<file path="src/rtl/gcd3_pkg.sv">
// ----------------------------------------------------------------------------
// gcd3_pkg
// Shared widths and controller/datapath interface types for the
// three-operand GCD block.
// ----------------------------------------------------------------------------
package gcd3_pkg;

  // operand width and shift counter width
  localparam int WIDTH   = 32;
  localparam int SHIFT_W = $clog2(WIDTH);

  // stream payload widths
  localparam int FIELD_W = 32;
  localparam int IN_W    = 3 * FIELD_W;
  localparam int OUT_W   = FIELD_W;

  typedef logic [WIDTH-1:0]   word_t;
  typedef logic [SHIFT_W-1:0] shift_t;

  // commands from the controller to the datapath
  typedef struct packed {
    logic load_in;    // take a new beat, start pair one
    logic strip;      // halve both, count a common factor of two
    logic reduce;     // one binary reduction step
    logic next_pair;  // start pair two from the pair-one result
    logic load_out;   // capture the final result
  } cmd_t;

  // status from the datapath to the controller
  typedef struct packed {
    logic equal;      // working values equal: pair done
    logic both_even;  // common factor of two remains
  } sts_t;

endpackage

</file>
<file path="src/rtl/gcd_of_three.sv">
// ----------------------------------------------------------------------------
// gcd_of_three
// Greatest common divisor of three unsigned operands, gcd(gcd(a,b),c),
// with a zero result when any operand is zero.
// ----------------------------------------------------------------------------
//
//  channel  dir  fields (low bit up)                       beat
//  s_*      in   first_value, second_value, third_value    one operand set
//  m_*      out  divisor                                   one result
//
//  Each beat runs binary GCD twice on one shared subtract/shift datapath,
//  one step per cycle, at most 2*WIDTH-2 steps per pair. A zero operand
//  needs no reduction steps. The result sits in an output register, so the
//  core only holds when a finished result meets a full, stalled output.
//  Synchronous active-high reset clears control only.
// ----------------------------------------------------------------------------
module gcd_of_three (
  input  logic                        clk,
  input  logic                        rst,
  input  logic                        s_tvalid,
  output logic                        s_tready,
  input  logic [gcd3_pkg::IN_W-1:0]   s_tdata,   // first_value, second_value, third_value
  output logic                        m_tvalid,
  input  logic                        m_tready,
  output logic [gcd3_pkg::OUT_W-1:0]  m_tdata    // divisor
);
  import gcd3_pkg::*;

  cmd_t cmd;
  sts_t sts;

  // sequencer
  gcd3_ctrl u_ctrl (
    .clk      (clk),
    .rst      (rst),
    .s_tvalid (s_tvalid),
    .s_tready (s_tready),
    .m_tvalid (m_tvalid),
    .m_tready (m_tready),
    .sts      (sts),
    .cmd      (cmd)
  );

  // arithmetic
  gcd3_dp u_dp (
    .clk      (clk),
    .in_data  (s_tdata),
    .cmd      (cmd),
    .sts      (sts),
    .out_data (m_tdata)
  );

endmodule

</file>
<file path="src/rtl/gcd3_dp.sv">
// ----------------------------------------------------------------------------
// gcd3_dp
// Datapath: working registers for binary GCD, stored third operand,
// common power-of-two count and output register.
// ----------------------------------------------------------------------------
module gcd3_dp (
  input  logic                  clk,
  input  logic [gcd3_pkg::IN_W-1:0]  in_data,
  input  gcd3_pkg::cmd_t        cmd,
  output gcd3_pkg::sts_t        sts,
  output logic [gcd3_pkg::OUT_W-1:0] out_data
);
  import gcd3_pkg::*;

  word_t  x;
  word_t  y;
  word_t  third;
  shift_t k;
  word_t  op_a;
  word_t  op_b;
  word_t  op_c;
  logic   any_zero;
  word_t  pair_result;
  word_t  diff_xy;
  word_t  diff_yx;

  // operand unpacking, first field in the low bits
  assign op_a = WIDTH'(in_data[FIELD_W-1:0]);
  assign op_b = WIDTH'(in_data[2*FIELD_W-1:FIELD_W]);
  assign op_c = WIDTH'(in_data[3*FIELD_W-1:2*FIELD_W]);
  assign any_zero = (op_a == '0) || (op_b == '0) || (op_c == '0);

  // pair result restores the common power of two
  assign pair_result = x << k;
  assign diff_xy     = x - y;
  assign diff_yx     = y - x;

  // status
  assign sts.equal     = (x == y);
  assign sts.both_even = !x[0] && !y[0];

  // working registers
  always_ff @(posedge clk) begin
    if (cmd.load_in) begin
      // a zero anywhere forces all zeros, which finish at once as zero
      x     <= any_zero ? '0 : op_a;
      y     <= any_zero ? '0 : op_b;
      third <= any_zero ? '0 : op_c;
      k     <= '0;
    end else if (cmd.next_pair) begin
      x <= pair_result;
      y <= third;
      k <= '0;
    end else if (cmd.strip) begin
      x <= x >> 1;
      y <= y >> 1;
      k <= k + shift_t'(1);
    end else if (cmd.reduce) begin
      if (!x[0]) begin
        x <= x >> 1;
      end else if (!y[0]) begin
        y <= y >> 1;
      end else if (x >= y) begin
        x <= diff_xy >> 1;
      end else begin
        y <= diff_yx >> 1;
      end
    end
  end

  // output register
  always_ff @(posedge clk) begin
    if (cmd.load_out) begin
      out_data <= OUT_W'(pair_result);
    end
  end

endmodule

</file>
<file path="src/rtl/gcd3_ctrl.sv">
// ----------------------------------------------------------------------------
// gcd3_ctrl
// Controller: sequences the two pairwise GCD runs and owns the stream
// handshakes and the output valid flag.
// ----------------------------------------------------------------------------
module gcd3_ctrl (
  input  logic           clk,
  input  logic           rst,
  input  logic           s_tvalid,
  output logic           s_tready,
  output logic           m_tvalid,
  input  logic           m_tready,
  input  gcd3_pkg::sts_t sts,
  output gcd3_pkg::cmd_t cmd
);
  import gcd3_pkg::*;

  typedef enum logic [1:0] {
    ST_IDLE,
    ST_STRIP,
    ST_REDUCE,
    ST_DONE
  } state_t;

  state_t state;
  state_t state_next;
  logic   pass;
  logic   pass_next;
  logic   m_tvalid_next;
  logic   slot_free;

  assign s_tready  = (state == ST_IDLE);
  assign slot_free = !m_tvalid || m_tready;

  // next state and commands
  always_comb begin
    state_next    = state;
    pass_next     = pass;
    m_tvalid_next = m_tvalid && !m_tready;
    cmd           = '0;
    case (state)
      ST_IDLE: begin
        if (s_tvalid) begin
          cmd.load_in = 1'b1;
          pass_next   = 1'b0;
          state_next  = ST_STRIP;
        end
      end
      ST_STRIP, ST_REDUCE: begin
        if (sts.equal) begin
          if (!pass) begin
            cmd.next_pair = 1'b1;
            pass_next     = 1'b1;
            state_next    = ST_STRIP;
          end else begin
            state_next = ST_DONE;
          end
        end else if (state == ST_STRIP && sts.both_even) begin
          cmd.strip = 1'b1;
        end else begin
          cmd.reduce = 1'b1;
          state_next = ST_REDUCE;
        end
      end
      ST_DONE: begin
        // wait until the output register is free or being drained
        if (slot_free) begin
          cmd.load_out  = 1'b1;
          m_tvalid_next = 1'b1;
          state_next    = ST_IDLE;
        end
      end
      default: begin
        state_next = ST_IDLE;
      end
    endcase
  end

  // state and registered outputs
  always_ff @(posedge clk) begin
    if (rst) begin
      state    <= ST_IDLE;
      pass     <= 1'b0;
      m_tvalid <= 1'b0;
    end else begin
      state    <= state_next;
      pass     <= pass_next;
      m_tvalid <= m_tvalid_next;
    end
  end

endmodule

</file>
<file path="config.mk">
export PLATFORM = sky130hd
export DESIGN_NAME = gcd_of_three
export DESIGN_NICKNAME = d
export VERILOG_FILES = /design/src/rtl/gcd3_pkg.sv /design/src/rtl/gcd_of_three.sv /design/src/rtl/gcd3_dp.sv /design/src/rtl/gcd3_ctrl.sv
export SDC_FILE = /design/constraint.sdc
export NUM_CORES = 1
export LEC_CHECK = 0
export ABC_AREA = 1
export BUFFER_PORTS_ARGS = -buffer_cell sky130_fd_sc_hd__buf_2
export CAP_MARGIN = 20
export CORE_MARGIN = 2
export CORE_UTILIZATION = 50
export CTS_BUF_LIST = sky130_fd_sc_hd__clkbuf_8
export DETAILED_ROUTE_END_ITERATION = 10
export GPL_TIMING_DRIVEN = 0
export PLACE_DENSITY = 0.69
export RECOVER_POWER = 100
export SLEW_MARGIN = 40
export SYNTH_ARGS = -nofsm -noshare
export SYNTH_HDL_FRONTEND = slang
export SYNTH_SLANG_ARGS = --single-unit
</file>
<file path="constraint.sdc">
create_clock -name clk -period 12.2 [get_ports clk]
set_input_delay 1.22 -clock clk [delete_from_list [all_inputs] [get_ports clk]]
set_output_delay 1.22 -clock clk [all_outputs]
set_load 0.03 [all_outputs]
</file>
==> qor.yml <==
timing:
  fin_crit_ns: 6.64
  grt_setup_unrepaired: "no"
  setup_violations: 0
  finalSetupTns_ns: 0
  slew_viol_final: 68
  achievable-frequency_mhz: 151
  skew_ns: 0.0272
  max-slew-margin-rel_pct: -82.8
  tightestPinTransition_ns: 2.71
  hold_viol_final: 0
  timing.final.crit_share_pct: 54.4
synthesis:
  synthesis.instances: 2105
  async_flop_share_pct: 0
  ys_seq_area_share_pct: 30.3
  synth.top_cell.area_share_pct: 29.0
  synth.largest_area_cell: "sky130_fd_sc_hd__edfxtp_1"
  syn_avg_cell_area_um2: 6.31
  netlist_top_cells_area: "sky130_fd_sc_hd__edfxtp_1 29%, sky130_fd_sc_hd__nand2_1 21%, sky130_fd_sc_hd__inv_1 9.8%"
  ys_warn_count: 0
  post_synth_cell_types: 42
  yosys_most_used_dff: "sky130_fd_sc_hd__edfxtp_1"
  synthesized_area_mm2: 0.0133
  synth_enable_flop_cells: 128
  ys_seq_elements: 137
  synthesis.nets: 2276
power_and_ir_drop:
  static-leakage-power_nw: 7.49
  vdd_ir_drop_max_mv: 0.150
  power_density_mw_per_mm2: 326
die:
  die_height_um: 167
  floorplan.initialDensity_pct: 50.9
  floorplan.rows: 59
  die_width_um: 167
  ioPinCount: 134
  fp.dieArea_mm2: 0.0279
  placeable_core_area_mm2: 0.0261
route:
  routed-via-count: 14800
  number_of_iterations_in_the_first_detailed_routing_pass: 7
  routed_wl_um: 54700
  drt-vias-per-instance: 5.69
  drt_drc_violations_left: 0
  detail_route.wl_per_cell_um: 21.0
  detail_route.iter0.violations: 1852
  ant_nets: 0
cells_and_area:
  areaGrowthSynthToFinish_pct: 10.2
  multi_input_area_mm2: 0.00753
  layout.nets: 2431
  fillers: 2741
  most_used_cells_in_the_layout_excluding_fill_and_tap_cells: "737 x sky130_fd_sc_hd__nand2_1, 349 x sky130_fd_sc_hd__inv_1, 220 x sky130_fd_sc_hd__nand3_1"
  final_layout_size_suffix_gt1_share_pct: 7.57
  seq_area_mm2: 0.00402
  antenna_cells: 0
  fin_cells: 2608
  most_frequent_standard_cell_in_the_layout_excluding_fill_and_tap_cells: "sky130_fd_sc_hd__nand2_1"
clocking:
  htree_num_levels: 4
  cts_resizes: 0
  cts_hold_repair.buffers: 0
  post_cts_setup_buffer_count: 0
  clk-insertion-delay-late_ns: 0.49
  cts-buffers-inserted: 17
  clk_pin_slew_worst_paths_ns: 0.11
  clk_root_buffer_cell: "sky130_fd_sc_hd__clkbuf_8"
  clockBufferDepth: 2
  clock_tree_from_tritoncts: "done"
  clock-sinks: 137
worst_hold_path:
  min-delay-path-class: "reg -> reg"
worst_setup_path:
  critical_path_arrival_ns: 6.73
  cp-end-kind: "flop"
  startpoint_class_of_the_critical_path: "flop"
  worst-setup-path-type: "reg -> reg"
  worstPathMaxFanout: 17
  timing.critical_path.required_ns: 12.29
placed_design:
  dpl.hpwl_um: 45600
  placement.io_buffers: 133
  finalWeightedCongestion: 1.04
  dp_cells: 2576
grt:
  antenna_found_initial: 0
  first_global_vias: 13800
  grt_start_max_net_pins: 42
  global_route_wire_length_before_repair_um: 80500
  gr_overflow_total: 0
  grt_usage_pct: 38.7
run_status:
  run_status: "finished with violations"
  violated_checks: "max-capacitance violations, max-slew violations"
run:
  max_cap_violations: 3
[synth_stat cells (all sizes together) (6+ instances only)]
cell	instances
inv	350
o21bai	12
nand2	749
nand3	222
edfxtp	128
buf	31
xnor2	6
nand4	21
clkbuf	45
a21oi	172
nor4	13
xor2	23
ha	69
nor2	125
nor3	9
dfxtp	9
nand3b	8
o211ai	14
o21ai	81
[layer usage]
metal	share of wire [%]	GRT usage, %	wire length (um)
met2	43	60.0	23800
met4	4.6	17.1	2550
met1	41	51.2	22500
met3	11	9.41	5980
met5	0	0	0
[final timing paths]
| path | from | end | slack (ns) | cells after the start |
|---|---|---|---|---|
| setup / recovery | u_dp.x[28]$_DFFE_PP_ | u_dp.y[4]$_DFFE_PP_ | 5.56 | 13 |
| hold / removal | u_ctrl.m_tvalid$_SDFF_PP0_ | u_ctrl.m_tvalid$_SDFF_PP0_ | 0.52 | 2 |
| setup reg to reg | u_dp.x[28]$_DFFE_PP_ | u_dp.y[4]$_DFFE_PP_ | 5.56 | 13 |
| hold reg to reg | u_ctrl.m_tvalid$_SDFF_PP0_ | u_ctrl.m_tvalid$_SDFF_PP0_ | 0.52 | 2 |
[through the flow]
step	setup WS (ns)	area (um^2)	hold WS [ns]	utilization [%]	total power, mW
global route	5.36	14600	0.562	56.1	5.11
finish	5.56	14600	0.519	56.1	4.78
CTS	8.53	14800	0.562	56.9	4.69
detailed placement	8.32	14500	0.545	55.5	4.27
global placement	5.58	14400	0.492	55.1	4.24
floorplan	7.76	13300	0.485	-	3.16
[worst max-delay path, cell delays in order (launching register included)]
cell and delay [ns]:
sky130_fd_sc_hd__edfxtp_1 0.51, sky130_fd_sc_hd__ha_1 0.31, sky130_fd_sc_hd__clkbuf_1 0.23, sky130_fd_sc_hd__nand2_1 0.19, sky130_fd_sc_hd__nor2_1 0.09, sky130_fd_sc_hd__nand2_1 0.16
sky130_fd_sc_hd__nor2_1 0.14, sky130_fd_sc_hd__nand2_1 0.24, sky130_fd_sc_hd__nand2_1 0.31, sky130_fd_sc_hd__nand2_1 0.37, sky130_fd_sc_hd__clkbuf_1 0.53, sky130_fd_sc_hd__a21oi_1 0.19
sky130_fd_sc_hd__o21ai_0 2.06, sky130_fd_sc_hd__clkbuf_1 0.90
[power by group]
| group | switching, mW | internal, mW | total [mW] |
|---|---|---|---|
| registers | 0.167 | 0.753 | 0.920 |
| clock network | 0.234 | 0.166 | 0.399 |
| logic | 2.45 | 1.00 | 3.46 |
| total | 2.85 | 1.92 | 4.78 |
[sequential cells by signal, indices dropped and copies added (netlist names)]
| signal | flops |
|---|---|
| u_ctrl.state | 2 |
| u_dp.x | 32 |
| u_dp.third | 32 |
| u_ctrl.pass | 1 |
| u_dp.k | 5 |
| u_ctrl.m_tvalid | 1 |
| u_dp.out_data | 32 |
| u_dp.y | 32 |
[cell families after synthesis]
family / synth area share [%]
and+or+nand+nor: 36.9
buffers and inverters: 12.5
DFF: 30.3
AOI/OAI and AO/OA: 11.6
xor gates and xnor gates: 1.91
adders and majority gates: 6.80
[area by class of cell]
type / count / share of cell area (%)
multi-input cells: 1540 / 51.5
flip-flops and latches: 137 / 27.5
inverters: 352 / 9.03
repair buffers: 136 / 4.34
well taps: 335 / 2.86
plain buffers: 76 / 2.21
clock buffers: 17 / 1.60
clock inverters: 15 / 0.958
No activity file was read; power rests on OpenSTA's default activity.
